`src/hdl/rect_affine_bounding_box_top_assert.svh`:
```
// ---------------------------------------------------------------------------
// Assertion macros for the affine bounding box block
// Immediate-style wrappers around concurrent properties; empty in synthesis.
// ---------------------------------------------------------------------------
`ifndef RECT_AFFINE_BOUNDING_BOX_TOP_ASSERT_SVH
`define RECT_AFFINE_BOUNDING_BOX_TOP_ASSERT_SVH

`ifndef SYNTHESIS
// same-cycle implication
`define RAB_ASSERT_IMP(lbl, clk, rstn, ante, cons) \
  lbl: assert property (@(posedge clk) disable iff (!rstn) (ante) |-> (cons)) \
    else $error("rab assertion failed");
// next-cycle implication
`define RAB_ASSERT_NXT(lbl, clk, rstn, ante, cons) \
  lbl: assert property (@(posedge clk) disable iff (!rstn) (ante) |=> (cons)) \
    else $error("rab assertion failed");
`else
`define RAB_ASSERT_IMP(lbl, clk, rstn, ante, cons)
`define RAB_ASSERT_NXT(lbl, clk, rstn, ante, cons)
`endif

`endif

```
`src/hdl/rab_pkg.sv`:
```
// ---------------------------------------------------------------------------
// rab_pkg
// Types and constants shared by the affine bounding box pipeline.
// ---------------------------------------------------------------------------
package rab_pkg;

  localparam int QFrac  = 16;
  localparam int ProdW  = 64;
  localparam int SumW   = 66;
  localparam int CoordW = 52;
  localparam int SpanW  = CoordW + 1;

  typedef logic signed [31:0]       coef_t;
  typedef logic        [30:0]       size_t;
  typedef logic signed [ProdW-1:0]  prod_t;
  typedef logic signed [SumW-1:0]   sum_t;
  typedef logic signed [CoordW-1:0] coord_t;
  typedef logic signed [SpanW-1:0]  span_t;

  typedef struct packed {
    coef_t rect_x;
    coef_t rect_y;
    size_t rect_w;
    size_t rect_h;
    logic  rect_inf;
  } in_t;

  typedef struct packed {
    coef_t box_x;
    coef_t box_y;
    size_t box_w;
    size_t box_h;
    logic  box_inf;
    logic  clipped;
  } out_t;

  // partial products of one output axis
  typedef struct packed {
    prod_t ax;
    prod_t aw;
    prod_t by;
    prod_t bh;
  } prod_set_t;

endpackage

```
`src/hdl/rab_corner.sv`:
```
// ---------------------------------------------------------------------------
// rab_corner
// Sum stages: build the four mapped corners of one axis, round, translate.
// ---------------------------------------------------------------------------
module rab_corner (
  input  logic               clk,
  input  rab_pkg::prod_set_t prod,
  input  rab_pkg::coef_t     shift,
  output rab_pkg::coord_t    coord_r [4]
);
  import rab_pkg::*;

  localparam sum_t RoundHalf = sum_t'(1 << (QFrac - 1));

  sum_t   base_nxt;
  sum_t   awbh_nxt;
  sum_t   base_r;
  sum_t   aw_r;
  sum_t   bh_r;
  sum_t   awbh_r;
  sum_t   c_nxt [4];
  sum_t   c_r   [4];
  coord_t coord_nxt [4];

  // fold the rounding half into the base corner once
  always_comb begin
    base_nxt = sum_t'(prod.ax) + sum_t'(prod.by) + RoundHalf;
    awbh_nxt = sum_t'(prod.aw) + sum_t'(prod.bh);
  end

  always_ff @(posedge clk) begin
    base_r <= base_nxt;
    aw_r   <= sum_t'(prod.aw);
    bh_r   <= sum_t'(prod.bh);
    awbh_r <= awbh_nxt;
  end

  always_comb begin
    c_nxt[0] = base_r;
    c_nxt[1] = base_r + aw_r;
    c_nxt[2] = base_r + bh_r;
    c_nxt[3] = base_r + awbh_r;
  end

  always_ff @(posedge clk) begin
    c_r <= c_nxt;
  end

  // arithmetic shift floors, which with the half added rounds ties up
  always_comb begin
    for (int k = 0; k < 4; k++) begin
      coord_nxt[k] = coord_t'(c_r[k] >>> QFrac) + coord_t'(shift);
    end
  end

  always_ff @(posedge clk) begin
    coord_r <= coord_nxt;
  end

endmodule

```
`config.mk`:
```
export PLATFORM = sky130hd
export DESIGN_NAME = rab_corner
export DESIGN_NICKNAME = d
export VERILOG_FILES = /design/src/hdl/rect_affine_bounding_box_top_assert.svh /design/src/hdl/rab_pkg.sv /design/src/hdl/rab_corner.sv
export SDC_FILE = /design/constraint.sdc
export NUM_CORES = 1
export LEC_CHECK = 0
export ABC_CLOCK_PERIOD_IN_PS = 3570
export CORE_MARGIN = 2
export CORE_UTILIZATION = 30
export CTS_CLUSTER_SIZE = 25
export DETAILED_ROUTE_END_ITERATION = 10
export DONT_BUFFER_PORTS = 1
export PLACE_DENSITY = 0.51
export SLEW_MARGIN = 0
export SYNTH_ARGS = -nofsm -noshare
export SYNTH_HDL_FRONTEND = slang
export SYNTH_SLANG_ARGS = --single-unit
export TNS_END_PERCENT = 10
```
`constraint.sdc`:
```
create_clock -name clk -period 3.57 [get_ports clk]
set_input_delay 0.1785 -clock clk [delete_from_list [all_inputs] [get_ports clk]]
set_output_delay 0.1785 -clock clk [all_outputs]
set_load 0.005 [all_outputs]
```
==> results.sh <==
export IMPL_synth_simple_area_share_pct=12.93
export IMPL_slowest_stage="a211o_1"
export IMPL_h_tree_depth=3
export IMPL_synth_top_family_by_area="compound AO/OA/AOI/OAI gates"
export IMPL_drt_iter0_drc=2479
export IMPL_cts_inserted_buffers=83
export IMPL_synth_edff_count=0
export IMPL_path_cells="buf_4 > ha_1 > o21ai_0 > a22oi_1 > buf_4 > a211o_1 > and4_1 > nor3_4 > o21bai_1 > a31oi_1 > buf_4 > o31ai_2 > a221oi_1 > buf_4 > o21ai_0 > xor2_1 > buf_4"
export IMPL_portBuffers=0
export IMPL_core_sq_mm=0.1370
export IMPL_insertion_delay_ps=700
export IMPL_start_util_pct=30.15
export IMPL_finalSetupViolCount=0
export IMPL_yosysWarnings=0
export IMPL_die_area_sq_mm=0.1407
export IMPL_async_reset_ff_share_pct=0
export IMPL_via_per_inst=5.181
export IMPL_fin_crit_sh_pct=99.22
export IMPL_worstSetupStartpointType="flip-flop"
export IMPL_synth_top_cells_by_count="dfxtp_1 (663), ha_1 (584), a21oi_1 (500)"
export IMPL_crit_type="flip-flop to flip-flop"
export IMPL_max_freq_mhz=282.3
export IMPL_synth_xor_area_share_pct=9.585
export IMPL_r2r_end="c_r[170]"
export IMPL_std_cell_rows=136
export IMPL_synth_compound_area_share_pct=24.85
export IMPL_finalHoldViolCount=0
export IMPL_drt_wl_total_um=156700
export IMPL_worst_path_max_fanout=2
export IMPL_utilization_pct=38.72
export IMPL_cts_root_buf="clkbuf_16"
export IMPL_wl_per_cell_um=21.73
export IMPL_cts_max_path_buffers=3
export IMPL_finalPower_mw=46.90
export IMPL_grt_start_max_net_pins=51
export IMPL_critPathArrivalTime_ps=4130
export IMPL_tritoncts="done"
export IMPL_seq_area_frac_synth_pct=32.14
export IMPL_grt_pass1_vias=36960
export IMPL_vdd_ir_drop_max_uv=409.3
export IMPL_grt_use_total_pct=21.53
export IMPL_final_setup_skew_ps=53.01
export IMPL_firstDrtPassIters=6
export IMPL_drv_cap=0
export IMPL_hpwl_um=128800
export IMPL_rrSetupSlack_ps=30
export IMPL_grt_pass1_wl_um=230100
export IMPL_die_w_um=375.0
export IMPL_tightest_slew_ps=736.7
export IMPL_max_stage_delay_ps=330
export IMPL_avgSynthCellArea_sq_um=8.922
export IMPL_synth_area_mux_share_pct=0
export IMPL_synth_area_leaders="dfxtp_1 (32%), ha_1 (18%), a21oi_1 (6.1%)"
export IMPL_clk_pin_slew_ps=60
export IMPL_regToRegStartpoint="base_r[2]"
export IMPL_slew_viol_final=0
export IMPL_grt_ovfl_total=0
export IMPL_yosys_area_top_type="dfxtp_1"
export IMPL_p_per_area_mw_per_mm2=884.4
export IMPL_worstHoldStart="shift[31]"
export IMPL_die_h_um=375.0
export IMPL_layout_drive_gt1_share_pct=14.67
export IMPL_final_cells=7213
export IMPL_whs_path_depth=2
export IMPL_ys_types=89
export IMPL_rsz0062_at_grt="true"
export IMPL_synth_ff_type="dfxtp_1"
export IMPL_hold_class="input pin to flip-flop"
export IMPL_vias=37370
export IMPL_slew_headroom_pct=50.51
export IMPL_period_minus_slack_ps=3542
export IMPL_p_leak_nw=23.75
export IMPL_nNetsFinal=6205
export IMPL_critPathRequiredTime_ps=4150
export IMPL_antenna_found_initial=54
export IMPL_r2r_cells=17
export IMPL_yosys_register_bits=663
export IMPL_pin_count=497
export IMPL_netlist_area_sq_mm=0.04130
export IMPL_synth_cells=4629
export IMPL_cts_sinks=663
export IMPL_min_to="coord_r[187]"
export IMPL_fin_setup_tns_ps=0
export IMPL_netlist_area_leader_share_pct=32.14
export IMPL_syn2layout_area_growth_pct=28.41
export IMPL_synth_most_common_cell="dfxtp_1"
export IMPL_critPathMostFrequentCell="buf_4"
export IMPL_status="complete, no violations"
export IMPL_synth_adder_area_share_pct=17.98
export IMPL_dp_cells=6742
export IMPL_critPathCaptureType="flip-flop"
export IMPL_ant_nets=0
export IMPL_synth_nets=5508
export IMPL_gp_congestion=0.9330
export IMPL_drc=0
report_power, final:
| part | total (mW) | internal [mW] | switching (mW) |
|---|---|---|---|
| Combinational | 25.6 | 11.5 | 14.1 |
| Sequential | 12.4 | 10.4 | 1.96 |
| Clock | 8.91 | 5.28 | 3.63 |
registers in the layout, indices dropped and copies added (netlist names):
signal   count
c_r        200
bh_r        64
base_r      66
coord_r    204
awbh_r      65
aw_r        64
routing by layer:
layer | track usage (%) | part of all wire [%]
met1 | 29.79 | 47
met2 | 34.19 | 44
met3 | 3.366 | 5.8
met4 | 6.642 | 2.7
met5 | 0 | 0.15
area by class of cell:
cell class                 count  area (sq um)
clock buffer                 111          2376
tap                         1794          2245
multi-input combinational   3698         27650
inverter                     114         427.9
sequential                   663         13280
timing repair buffer         766          6514
antenna                       26         65.06
fill                       13800         83950
clock inverter                41         485.5
worst max path at each step:
| stage | start | end | slack [ps] |
|---|---|---|---|
| final | base_r[2] | c_r[170] | 30 |
| after global routing | base_r[2] | c_r[170] | -120 |
| after CTS | c_r[148] | coord_r[152] | -70 |
| after detailed placement | base_r[2] | c_r[194] | -380 |
| after global placement | base_r[2] | c_r[194] | -410 |
| after floorplan | prod[65] | base_r[61] | 150 |
logic make-up (layout without fill, tap and decap cells):
logic type                 Yosys count  after routing
DFF                                663            663
and+or+nand+nor                   1088           1088
AOI/OAI and AO/OA                 1568           1568
xor gates and xnor gates           452            452
other                                0             26
adders and majority gates          590            590
buffers and inverters              268           1032
layout by cell type (no fill, tap or decap), drive strengths merged, types with 14 or more instances in the layout:
master       instances
xor2               180
clkbuf             111
a21boi              16
nor3                61
ha                 584
o41ai               14
and4                17
o31ai               28
or3                 21
nand2              312
inv                117
dlygate4sd3        282
a221oi              17
nand2b              48
clkinv              23
a211oi              50
and3                34
o21ai              281
a41oi               16
buf                483
nand3               96
a31o                18
xnor2              272
o21bai              83
a21o               283
o21a                47
o211ai              37
nor2               232
diode               26
dfxtp              663
and2                18
a311oi              14
nor4                16
a21oi              503
a2111oi             17
a31oi               53
nor2b               75
nand4              124
worst max-delay path: cells and delay by family, from the launching register on:
| kind | cells | cell delay, ps |
|---|---|---|
| buffers and inverters | 5 | 810 |
| and+or+nand+nor | 2 | 430 |
| DFF | 1 | 310 |
| xor gates and xnor gates | 1 | 160 |
| AOI/OAI and AO/OA | 8 | 1410 |
| adders and majority gates | 1 | 270 |
stage by stage:
| step | setup slack, ps | hold slack [ps] | instance area [sq um] |
|---|---|---|---|
| floorplan | 148.5 | 206.2 | 41300 |
| global placement | -408.0 | 206.3 | 46510 |
| detailed placement | -383.2 | 206.3 | 46510 |
| CTS | -70.86 | 0.02459 | 52390 |
| global route | -117.4 | 32.44 | 53000 |
| finish | 27.74 | 24.13 | 53030 |
what timing repair did:
| item | 4_1_cts | 5_1_grt |
|---|---|---|
| pin swaps | 10 | 49 |
| gates resized for setup | 33 | 98 |
| hold endpoints to repair | 412 | 0 |
| setup buffers | 1 | 9 |
| endpoints found under the setup margin | 54 | 106 |
| hold buffers | 284 | 0 |
(Power assumes the default switching activity.)
