$ cat src/hdl/rect_affine_bounding_box_top_assert.svh
// ---------------------------------------------------------------------------
// Assertion macros for the affine bounding box block
// Immediate-style wrappers around concurrent properties; empty in synthesis.
// ---------------------------------------------------------------------------
`ifndef RECT_AFFINE_BOUNDING_BOX_TOP_ASSERT_SVH
`define RECT_AFFINE_BOUNDING_BOX_TOP_ASSERT_SVH

`ifndef SYNTHESIS
// same-cycle implication
`define RAB_ASSERT_IMP(lbl, clk, rstn, ante, cons) \
  lbl: assert property (@(posedge clk) disable iff (!rstn) (ante) |-> (cons)) \
    else $error("rab assertion failed");
// next-cycle implication
`define RAB_ASSERT_NXT(lbl, clk, rstn, ante, cons) \
  lbl: assert property (@(posedge clk) disable iff (!rstn) (ante) |=> (cons)) \
    else $error("rab assertion failed");
`else
`define RAB_ASSERT_IMP(lbl, clk, rstn, ante, cons)
`define RAB_ASSERT_NXT(lbl, clk, rstn, ante, cons)
`endif

`endif

$ cat src/hdl/rab_pkg.sv
// ---------------------------------------------------------------------------
// rab_pkg
// Types and constants shared by the affine bounding box pipeline.
// ---------------------------------------------------------------------------
package rab_pkg;

  localparam int QFrac  = 16;
  localparam int ProdW  = 64;
  localparam int SumW   = 66;
  localparam int CoordW = 52;
  localparam int SpanW  = CoordW + 1;

  typedef logic signed [31:0]       coef_t;
  typedef logic        [30:0]       size_t;
  typedef logic signed [ProdW-1:0]  prod_t;
  typedef logic signed [SumW-1:0]   sum_t;
  typedef logic signed [CoordW-1:0] coord_t;
  typedef logic signed [SpanW-1:0]  span_t;

  typedef struct packed {
    coef_t rect_x;
    coef_t rect_y;
    size_t rect_w;
    size_t rect_h;
    logic  rect_inf;
  } in_t;

  typedef struct packed {
    coef_t box_x;
    coef_t box_y;
    size_t box_w;
    size_t box_h;
    logic  box_inf;
    logic  clipped;
  } out_t;

  // partial products of one output axis
  typedef struct packed {
    prod_t ax;
    prod_t aw;
    prod_t by;
    prod_t bh;
  } prod_set_t;

endpackage

$ cat src/hdl/rab_extent.sv
// ---------------------------------------------------------------------------
// rab_extent
// Extent stages: min/max of four corners, then size and saturation.
// ---------------------------------------------------------------------------
module rab_extent (
  input  logic            clk,
  input  rab_pkg::coord_t coord [4],
  input  logic            force_zero,
  output rab_pkg::coef_t  pos_r,
  output rab_pkg::size_t  size_r,
  output logic            clip_r
);
  import rab_pkg::*;

  localparam coef_t PosMax = 32'sh7FFF_FFFF;
  localparam coef_t PosMin = 32'sh8000_0000;

  coord_t mn01;
  coord_t mn23;
  coord_t mx01;
  coord_t mx23;
  coord_t mn_nxt;
  coord_t mx_nxt;
  coord_t mn_r;
  coord_t mx_r;
  span_t  span;
  logic   pos_ovf;
  logic   size_ovf;
  coef_t  pos_nxt;
  size_t  size_nxt;

  always_comb begin
    mn01   = (coord[1] < coord[0]) ? coord[1] : coord[0];
    mn23   = (coord[3] < coord[2]) ? coord[3] : coord[2];
    mx01   = (coord[1] > coord[0]) ? coord[1] : coord[0];
    mx23   = (coord[3] > coord[2]) ? coord[3] : coord[2];
    mn_nxt = (mn23 < mn01) ? mn23 : mn01;
    mx_nxt = (mx23 > mx01) ? mx23 : mx01;
  end

  always_ff @(posedge clk) begin
    mn_r <= mn_nxt;
    mx_r <= mx_nxt;
  end

  // size comes from the unsaturated extremes, so it is never negative
  always_comb begin
    span     = span_t'(mx_r) - span_t'(mn_r);
    pos_ovf  = !((&mn_r[CoordW-1:31]) || !(|mn_r[CoordW-1:31]));
    size_ovf = |span[SpanW-1:31];
    pos_nxt  = pos_ovf ? (mn_r[CoordW-1] ? PosMin : PosMax) : mn_r[31:0];
    size_nxt = size_ovf ? '1 : span[30:0];
  end

  always_ff @(posedge clk) begin
    if (force_zero) begin
      pos_r  <= '0;
      size_r <= '0;
      clip_r <= 1'b0;
    end else begin
      pos_r  <= pos_nxt;
      size_r <= size_nxt;
      clip_r <= pos_ovf | size_ovf;
    end
  end

endmodule

$ cat config.mk
export PLATFORM = sky130hd
export DESIGN_NAME = rab_extent
export DESIGN_NICKNAME = d
export VERILOG_FILES = /design/src/hdl/rect_affine_bounding_box_top_assert.svh /design/src/hdl/rab_pkg.sv /design/src/hdl/rab_extent.sv
export SDC_FILE = /design/constraint.sdc
export NUM_CORES = 1
export LEC_CHECK = 0
export BUFFER_PORTS_ARGS = -buffer_cell sky130_fd_sc_hd__buf_2
export CAP_MARGIN = 20
export CORE_ASPECT_RATIO = 0.5
export CORE_UTILIZATION = 30
export DETAILED_ROUTE_END_ITERATION = 8
export PLACE_DENSITY = 0.5
export SYNTH_ARGS = -nofsm -noshare
export SYNTH_HDL_FRONTEND = slang
export SYNTH_SLANG_ARGS = --single-unit
$ cat constraint.sdc
create_clock -name clk -period 9.05 [get_ports clk]
set_input_delay 1.81 -clock clk [delete_from_list [all_inputs] [get_ports clk]]
set_output_delay 1.81 -clock clk [all_outputs]
set_load 0.02 [all_outputs]
==> flow_metrics.env, run 1 <==
export IMPL_slew_viol_final=0
export IMPL_yosysWarnings=0
export IMPL_area_growth_pct=17.8
export IMPL_cts_buffers=17
export IMPL_postLayoutCellArea_sq_um=19300
export IMPL_dp_cells=2995
export IMPL_crit_family="simple AND/OR/NAND/NOR gates"
export IMPL_clockBufferDepth=2
export IMPL_synth_nets=2540
export IMPL_crit_fanout=62
export IMPL_syn_area_sq_um=16400
export IMPL_power_leakage_uw=0.00989
export IMPL_ys_seq_elements=168
export IMPL_fp_dieH_um=167
export IMPL_drtPass1Iterations=5
export IMPL_start_util_pct=30.4
export IMPL_end_kind="register"
export IMPL_viasPerCell=5.28
export IMPL_finalCriticalPeriod_ns=8.53
export IMPL_grt_max_degree=65
export IMPL_critPathKind="in -> reg"
export IMPL_htree_levels=4
export IMPL_finalCritPeriodShare_pct=94.3
export IMPL_cp_common_cell="a21oi_1"
export IMPL_fin_nets=2773
export IMPL_cap_violations=0
export IMPL_antenna_found_initial=3
export IMPL_wl_per_cell_um=21.4
export IMPL_yosysSeqAreaShare_pct=20.5
export IMPL_tightest_slew_ns=0.997
export IMPL_slowest_stage="nor4_1"
export IMPL_hold_violations=0
export IMPL_drc=0
export IMPL_slew_headroom_pct=33.4
export IMPL_layout_commonest_cell="inv_1"
export IMPL_clock_sinks=168
export IMPL_final_cell_mix="inv_1, buf_2, ha_1, a21oi_1, mux2i_1"
export IMPL_die_w_um=332
export IMPL_die_area_sq_um=55600
export IMPL_ir_drop_uv=168
export IMPL_final_util_pct=35.8
export IMPL_cts_tree="done"
export IMPL_first_global_vias=14900
export IMPL_cpPeakStageDelay_ns=0.75
export IMPL_worst_path_buf_inv=6
export IMPL_coreArea_sq_um=53800
export IMPL_critical_path_arrival_ns=8.85
export IMPL_setup_slack_ns=0.520
export IMPL_hold_ws_ns=0.459
export IMPL_setup_viol=0
export IMPL_drive_gt1_share_pct=16.5
export IMPL_root_buffer="clkbuf_16"
export IMPL_hold_path_class="reg -> reg"
export IMPL_grt_remaining_overflow=0
export IMPL_fin_skew_ns=0.0178
export IMPL_placedInstanceArea_sq_um=18600
export IMPL_fmax_mhz=117
export IMPL_place_congestion=0.951
export IMPL_ant_nets=0
export IMPL_grt_use_total_pct=22.7
export IMPL_synth_edf_count=0
export IMPL_pre_cts_slack_ns=-0.0861
export IMPL_drt_iter0_markers=1422
export IMPL_synth_async_reset_ratio_pct=0
export IMPL_syn_inst=2070
export IMPL_status="finished, final reports clean"
export IMPL_worstSetupStartpointType="primary input"
export IMPL_clock_latency_ns=0.46
export IMPL_rsz0062_at_grt="false"
export IMPL_synth_main_ff_cell="dfxtp_1"
export IMPL_ios=274
export IMPL_syn_avg_cell_area_sq_um=7.91
export IMPL_p_per_area_nw_per_um2=346
export IMPL_critPathRequiredTime_ns=9.37
export IMPL_instances_no_fill=3032
export IMPL_via_count=16000
export IMPL_cts_reportedPaths_clkPinSlew_ns=0.07
export IMPL_wl_um=65000
export IMPL_dpl_hpwl_um=55000
export IMPL_fp_row_count=60
export IMPL_portBuffers=273
export IMPL_synth_cell_type_count=70
export IMPL_grt_pass1_wl_um=94100
## cells by family after synthesis
group	count (synthesis)	share of synthesized area (%)
adders and majority gates	260	19.9
AOI/OAI and AO/OA	547	22.1
DFF	168	20.5
muxes	211	12.9
xor gates and xnor gates	39	2.09
and+or+nand+nor	478	13.8
buffers and inverters	367	8.69
## layout make-up
type                       instances  area (sq um)
clock inverter                    14           175
multi-input combinational       1535         11700
timing repair buffer             303          1710
antenna                            3          7.51
inverter                         278          1040
clock buffer                      18           439
sequential                       168          3360
fill                            5677         34500
tap                              713           892
## registers in the layout, summed over array words and instances, names as in the netlist
register  flops
pos_r        32
mx_r         52
size_r       31
clip_r        1
mn_r         52
## metrics by stage
step	power (uW)	TNS (ns)
floorplan	4310	0
global placement	5750	-1.75
detailed placement	5730	-2.34
CTS	6550	0
global route	7130	0
finish	6690	0
## where the power goes
group / total, uW / switching [uW] / internal (uW)
Sequential: 1350 / 332 / 1020
Clock: 786 / 381 / 405
Combinational: 4550 / 2880 / 1670
## layer usage
layer  up-vias  GRT usage [%]  wire length, um
li1       7856              -                -
met3        61           3.95             4530
met4         2           6.40             1340
met1      7605           33.7            32300
met2       479           32.9            26700
met5         -              0               13
## repair_timing
item                                    4_1_cts  5_1_grt
endpoints found under the setup margin        0       20
resized for setup                             0        1
endpoints found under the hold margin         0        0
setup buffers                                 0        0
hold buffers                                  0        0
## worst min-delay path: stages (launching register included)
cell,delay [ns]
dfxtp_1,0.31
nand2_1,0.05
a21oi_1,0.05
## cell usage after synthesis, types with 8 or more instances
library cell,count,area (sq um)
clkbuf_1,64,240
inv_1,277,1040
o21a_1,16,120
a21o_1,56,420
a221oi_1,8,70.1
ha_1,259,3240
nand4_1,61,382
a211oi_1,16,120
xor2_1,21,184
o211ai_1,19,143
buf_2,19,95.1
mux2i_1,210,2100
nor3_1,19,95.1
or3_1,9,56.3
nor2_1,163,612
o21bai_1,12,90.1
dfxtp_1,168,3360
nand2_1,126,473
nand3_1,26,130
a21oi_1,255,1280
xnor2_1,18,158
a31oi_1,10,62.6
nor4_1,18,113
nand2b_1,10,62.6
and3_1,8,50.1
a41oi_2,26,423
nor2b_1,13,81.3
o21ai_0,68,340
## path summary, 6_finish.rpt
kind	end	slack, ns	from	cells after the start
setup / recovery	mn_r[19]	0.52	coord[103]	26
hold reg to reg	pos_r[23]	0.46	mn_r[23]	2
setup reg to reg	size_r[0]	4.29	mn_r[1]	13
hold / removal	pos_r[23]	0.46	mn_r[23]	2
Note: power is estimated with default switching activity, not from simulation.
==> inputs of run 2 (changes only) <==
clock period = 9.5 ns   (was 9.05 ns; I/O delays follow)
==> flow_metrics.env, run 2 (same netlist as run 1, synthesis figures left out) <==
export IMPL_status="finished, final reports clean"
export IMPL_first_global_vias=15200
export IMPL_drc=0
export IMPL_drive_gt1_share_pct=17.3
export IMPL_critPathKind="in -> reg"
export IMPL_cp_common_cell="inv_1"
export IMPL_pre_cts_slack_ns=0.466
export IMPL_end_kind="register"
export IMPL_cts_buffers=17
export IMPL_die_w_um=332
export IMPL_start_util_pct=30.4
export IMPL_slew_headroom_pct=31.0
export IMPL_wl_per_cell_um=21.9
export IMPL_place_congestion=0.977
export IMPL_dpl_hpwl_um=56900
export IMPL_cts_tree="done"
export IMPL_root_buffer="clkbuf_16"
export IMPL_worstSetupStartpointType="primary input"
export IMPL_critical_path_arrival_ns=9.04
export IMPL_slew_viol_final=0
export IMPL_p_comb_share_pct=67.8
export IMPL_clockBufferDepth=2
export IMPL_p_total_uw=6380
export IMPL_htree_levels=4
export IMPL_switching_share_pct=53.7
export IMPL_hold_violations=0
export IMPL_drtPass1Iterations=6
export IMPL_fp_row_count=60
export IMPL_grt_use_total_pct=23.5
export IMPL_post_cts_buffers=0
export IMPL_hold_path_class="reg -> reg"
export IMPL_clock_sinks=168
export IMPL_seqPwrFrac_pct=20.8
export IMPL_area_growth_pct=18.7
export IMPL_cpPeakStageDelay_ns=0.76
export IMPL_antenna_found_initial=6
export IMPL_hold_ws_ns=0.467
export IMPL_multi_input_area_sq_um=11700
export IMPL_p_per_area_nw_per_um2=328
export IMPL_cap_violations=0
export IMPL_viasPerCell=5.27
export IMPL_wl_um=66800
export IMPL_seq_area_sq_um=3360
export IMPL_placedInstanceArea_sq_um=18800
export IMPL_crit_family="simple AND/OR/NAND/NOR gates"
export IMPL_slowest_stage="nor4_1"
export IMPL_grt_pass1_wl_um=97300
export IMPL_fill_cells=5673
export IMPL_fp_dieH_um=167
export IMPL_postLayoutCellArea_sq_um=19400
export IMPL_die_area_sq_um=55600
export IMPL_fmax_mhz=115
export IMPL_clock_latency_ns=0.46
export IMPL_tightest_slew_ns=1.03
export IMPL_ios=274
export IMPL_post_cts_resized=0
export IMPL_cts_reportedPaths_clkPinSlew_ns=0.08
export IMPL_finalCriticalPeriod_ns=8.69
export IMPL_coreArea_sq_um=53800
export IMPL_cts_hold_buf=0
export IMPL_via_count=16100
export IMPL_final_cell_mix="inv_1, buf_2, ha_1, a21oi_1, mux2i_1"
export IMPL_p_int_uw=2960
export IMPL_switchingPower_uw=3430
export IMPL_portBuffers=273
export IMPL_power_leakage_uw=0.00998
export IMPL_grt_max_degree=65
export IMPL_finalCritPeriodShare_pct=91.4
export IMPL_layout_commonest_cell="inv_1"
export IMPL_largest_registers="mn_r (52), mx_r (52), pos_r (32)"
export IMPL_tns_ns=0
export IMPL_rsz0062_at_grt="false"
export IMPL_p_clk_share_pct=11.3
export IMPL_grt_remaining_overflow=0
export IMPL_ir_drop_uv=170
export IMPL_fin_skew_ns=0.0141
export IMPL_worst_path_buf_inv=6
export IMPL_drt_iter0_markers=1471
export IMPL_setup_slack_ns=0.813
export IMPL_fin_nets=2796
export IMPL_setup_viol=0
export IMPL_critPathRequiredTime_ns=9.85
export IMPL_ant_nets=0
export IMPL_crit_fanout=25
==> run 2: changes by cell type in the layout (fill, tap and decap cells not counted), moves of 3 or more <==
| cell | before | now |
|---|---|---|
| buf_4 | 22 | 44 |
| clkinvlp_4 | 1 | 4 |
| diode_2 | 3 | 6 |
| inv_6 | 4 | 1 |
| inv_8 | 4 | 7 |
==> run 2: final cells by class <==
class | instances | area share [%]
Clock buffer | 17 | 2.19
Timing Repair Buffer | 326 | 9.73
Clock inverter | 15 | 0.798
Multi-Input combinational cell | 1535 | 60.0
Sequential cell | 168 | 17.3
Tap cell | 713 | 4.59
Inverter | 278 | 5.37
Antenna cell | 6 | 0.0772
==> run 2: worst paths after layout <==
kind | from | endpoint | slack (ns) | cells past startpoint
worst min register to register | mn_r[14] | pos_r[14] | 0.47 | 2
worst max register to register | mn_r[1] | size_r[0] | 4.68 | 13
worst min-delay path | mn_r[14] | pos_r[14] | 0.47 | 2
worst max-delay path | coord[103] | mx_r[31] | 0.81 | 26
==> run 2: power by group through the flow <==
stage | Sequential, uW | Clock, uW | Combinational, uW
floorplan | 1130 | 0 | 2980
global placement | 1330 | 0 | 4190
detailed placement | 1320 | 0 | 4190
CTS | 1300 | 732 | 4230
global route | 1330 | 765 | 4740
finish | 1330 | 724 | 4330
==> run 2: worst reg2reg max path: stages (launching register included) <==
cell and delay (ns):
dfxtp_1 0.63, inv_1 0.10, ha_1 0.29, nor2b_1 0.14
o31a_1 0.31, o311ai_0 0.54, and3_1 0.37, o211ai_1 0.22
a21oi_1 0.31, nor2_1 0.11, mux2i_1 0.62, clkinv_1 0.51
buf_16 0.30, a41oi_1 0.28
==> run 2: routing by layer <==
layer  vias up  share of wire [%]  global-route usage (%)
met5         -                  0                       0
met4         0                1.6                    5.41
met3        56                7.3                    4.83
met2       513                 42                    35.0
met1      7638                 49                    34.2
li1       7903                  -                       -
==> run 2: stage by stage <==
| step | utilization, % | std cells |
|---|---|---|
| after detailed placement | 34.9 | 3018 |
| after CTS | 36.0 | 3050 |
| after global routing | 36.1 | 3056 |
| after global placement | 34.9 | 3018 |
| final | 36.1 | 3058 |
| after floorplan | - | 2070 |
==> inputs of run 3 (changes only) <==
RECOVER_POWER = 100   (was unset)
==> flow_metrics.env, run 3 (same netlist as run 1, synthesis figures left out) <==
export IMPL_tns_ns=0
export IMPL_endpoint="mx_r[31]"
export IMPL_antenna_found_initial=6
export IMPL_violations="max-capacitance violations, max-slew violations"
export IMPL_p_per_area_nw_per_um2=328
export IMPL_root_buffer="clkbuf_16"
export IMPL_clock_latency_ns=0.46
export IMPL_final_cell_mix="inv_1, ha_1, a21oi_1, mux2i_1, buf_2"
export IMPL_largest_registers="mn_r (52), mx_r (52), pos_r (32)"
export IMPL_clock_sinks=168
export IMPL_placedInstanceArea_sq_um=18800
export IMPL_fin_skew_ns=0.0144
export IMPL_layout_commonest_cell="inv_1"
export IMPL_grt_pass1_wl_um=97300
export IMPL_timing_rr_end="size_r[16]"
export IMPL_cap_violations=2
export IMPL_tightest_slew_ns=3.40
export IMPL_grt_remaining_overflow=0
export IMPL_grt_use_total_pct=23.5
export IMPL_r2r_slack_ns=3.42
export IMPL_drive_gt1_share_pct=14.0
export IMPL_start_util_pct=30.4
export IMPL_fp_dieH_um=167
export IMPL_critPathKind="in -> reg"
export IMPL_area_growth_pct=17.6
export IMPL_min_path_cells=2
export IMPL_cts_hold_buf=0
export IMPL_via_count=16000
export IMPL_ant_nets=0
export IMPL_grt_max_degree=65
export IMPL_rsz0062_at_grt="false"
export IMPL_end_kind="register"
export IMPL_worstSetupStartpointType="primary input"
export IMPL_drtPass1Iterations=6
export IMPL_slew_headroom_pct=-126
export IMPL_die_area_sq_um=55600
export IMPL_hp_start="mn_r[14]"
export IMPL_drt_iter0_markers=1564
export IMPL_drc=0
export IMPL_ir_drop_uv=168
export IMPL_status="complete, but fails checks"
export IMPL_cp_startpoint="coord[103]"
export IMPL_postLayoutCellArea_sq_um=19300
export IMPL_fmax_mhz=111
export IMPL_ios=274
export IMPL_cts_reportedPaths_clkPinSlew_ns=0.08
export IMPL_dpl_hpwl_um=56900
export IMPL_first_global_vias=15200
export IMPL_viasPerCell=5.24
export IMPL_critical_path_arrival_ns=9.31
export IMPL_reg2reg_depth=12
export IMPL_portBuffers=273
export IMPL_r2r_start="mn_r[1]"
export IMPL_slew_viol_final=98
export IMPL_clockBufferDepth=2
export IMPL_finalCritPeriodShare_pct=94.4
export IMPL_place_congestion=0.977
export IMPL_hold_violations=0
export IMPL_crit_fanout=25
export IMPL_cts_buffers=17
export IMPL_htree_levels=4
export IMPL_fill_cells=5695
export IMPL_setup_viol=0
export IMPL_post_cts_resized=0
export IMPL_hold_path_class="reg -> reg"
export IMPL_cts_tree="done"
export IMPL_die_w_um=332
export IMPL_fp_row_count=60
export IMPL_post_cts_buffers=0
export IMPL_pre_cts_slack_ns=0.466
export IMPL_fin_nets=2796
export IMPL_coreArea_sq_um=53800
export IMPL_setup_slack_ns=0.529
export IMPL_power_leakage_uw=0.00977
export IMPL_finalCriticalPeriod_ns=8.97
export IMPL_critPathRequiredTime_ns=9.84
export IMPL_wl_per_cell_um=21.8
export IMPL_hold_ws_ns=0.466
export IMPL_wl_um=66700
run 3: worst min path at each step:
stage,end,slack [ns]
after floorplan,pos_r[10],0.44
final,pos_r[14],0.47
after CTS,pos_r[10],0.47
after global placement,pos_r[16],0.47
after global routing,pos_r[10],0.50
after detailed placement,pos_r[10],0.46
run 3: per-stage QoR:
step	total power, uW	instances	util [%]
detailed placement	5510	3018	34.9
global placement	5520	3018	34.9
floorplan	4100	2070	-
CTS	6260	3050	36.0
finish	6320	3057	35.8
global route	6770	3056	35.8
run 3: report_power, final:
| group | total [uW] | switching (uW) | internal, uW |
|---|---|---|---|
| Clock | 721 | 369 | 352 |
| Sequential | 1330 | 360 | 971 |
| Combinational | 4270 | 2650 | 1620 |
| Total | 6320 | 3380 | 2940 |
run 3: area by class of cell:
cell class / instances / area, sq um / area share, %
antenna: 5 / 12.5 / 0.0649
clock buffer: 17 / 425 / 2.21
clock inverter: 15 / 155 / 0.805
inverter: 278 / 1040 / 5.42
multi-input combinational: 1535 / 11600 / 60.1
sequential: 168 / 3360 / 17.5
tap: 713 / 892 / 4.63
timing repair buffer: 326 / 1800 / 9.35
run 3: critical path: stages:
cell	delay, ns
buf_2	0.11
inv_1	0.06
ha_1	0.52
nand4_1	0.24
nor4_1	0.76
inv_1	0.09
nor3_1	0.35
a221oi_1	0.17
nand2_1	0.22
xor2_4	0.19
a31o_4	0.48
clkbuf_1	0.51
mux2i_1	0.33
inv_1	0.07
ha_1	0.32
a21o_1	0.19
a211oi_1	0.22
nor2_1	0.10
nor3_1	0.14
o21bai_1	0.09
a21oi_1	0.35
o21bai_1	0.12
nor4_1	0.37
mux2_4	0.58
buf_4	0.45
mux2i_1	0.35
run 3: layer usage:
| layer | track usage (%) | up-vias | share of wire (%) |
|---|---|---|---|
| met5 | 0 | - | 0 |
| met4 | 5.41 | 0 | 1.7 |
| met3 | 4.83 | 60 | 6.8 |
| met2 | 35.0 | 476 | 42 |
| met1 | 34.2 | 7589 | 50 |
| li1 | - | 7899 | - |
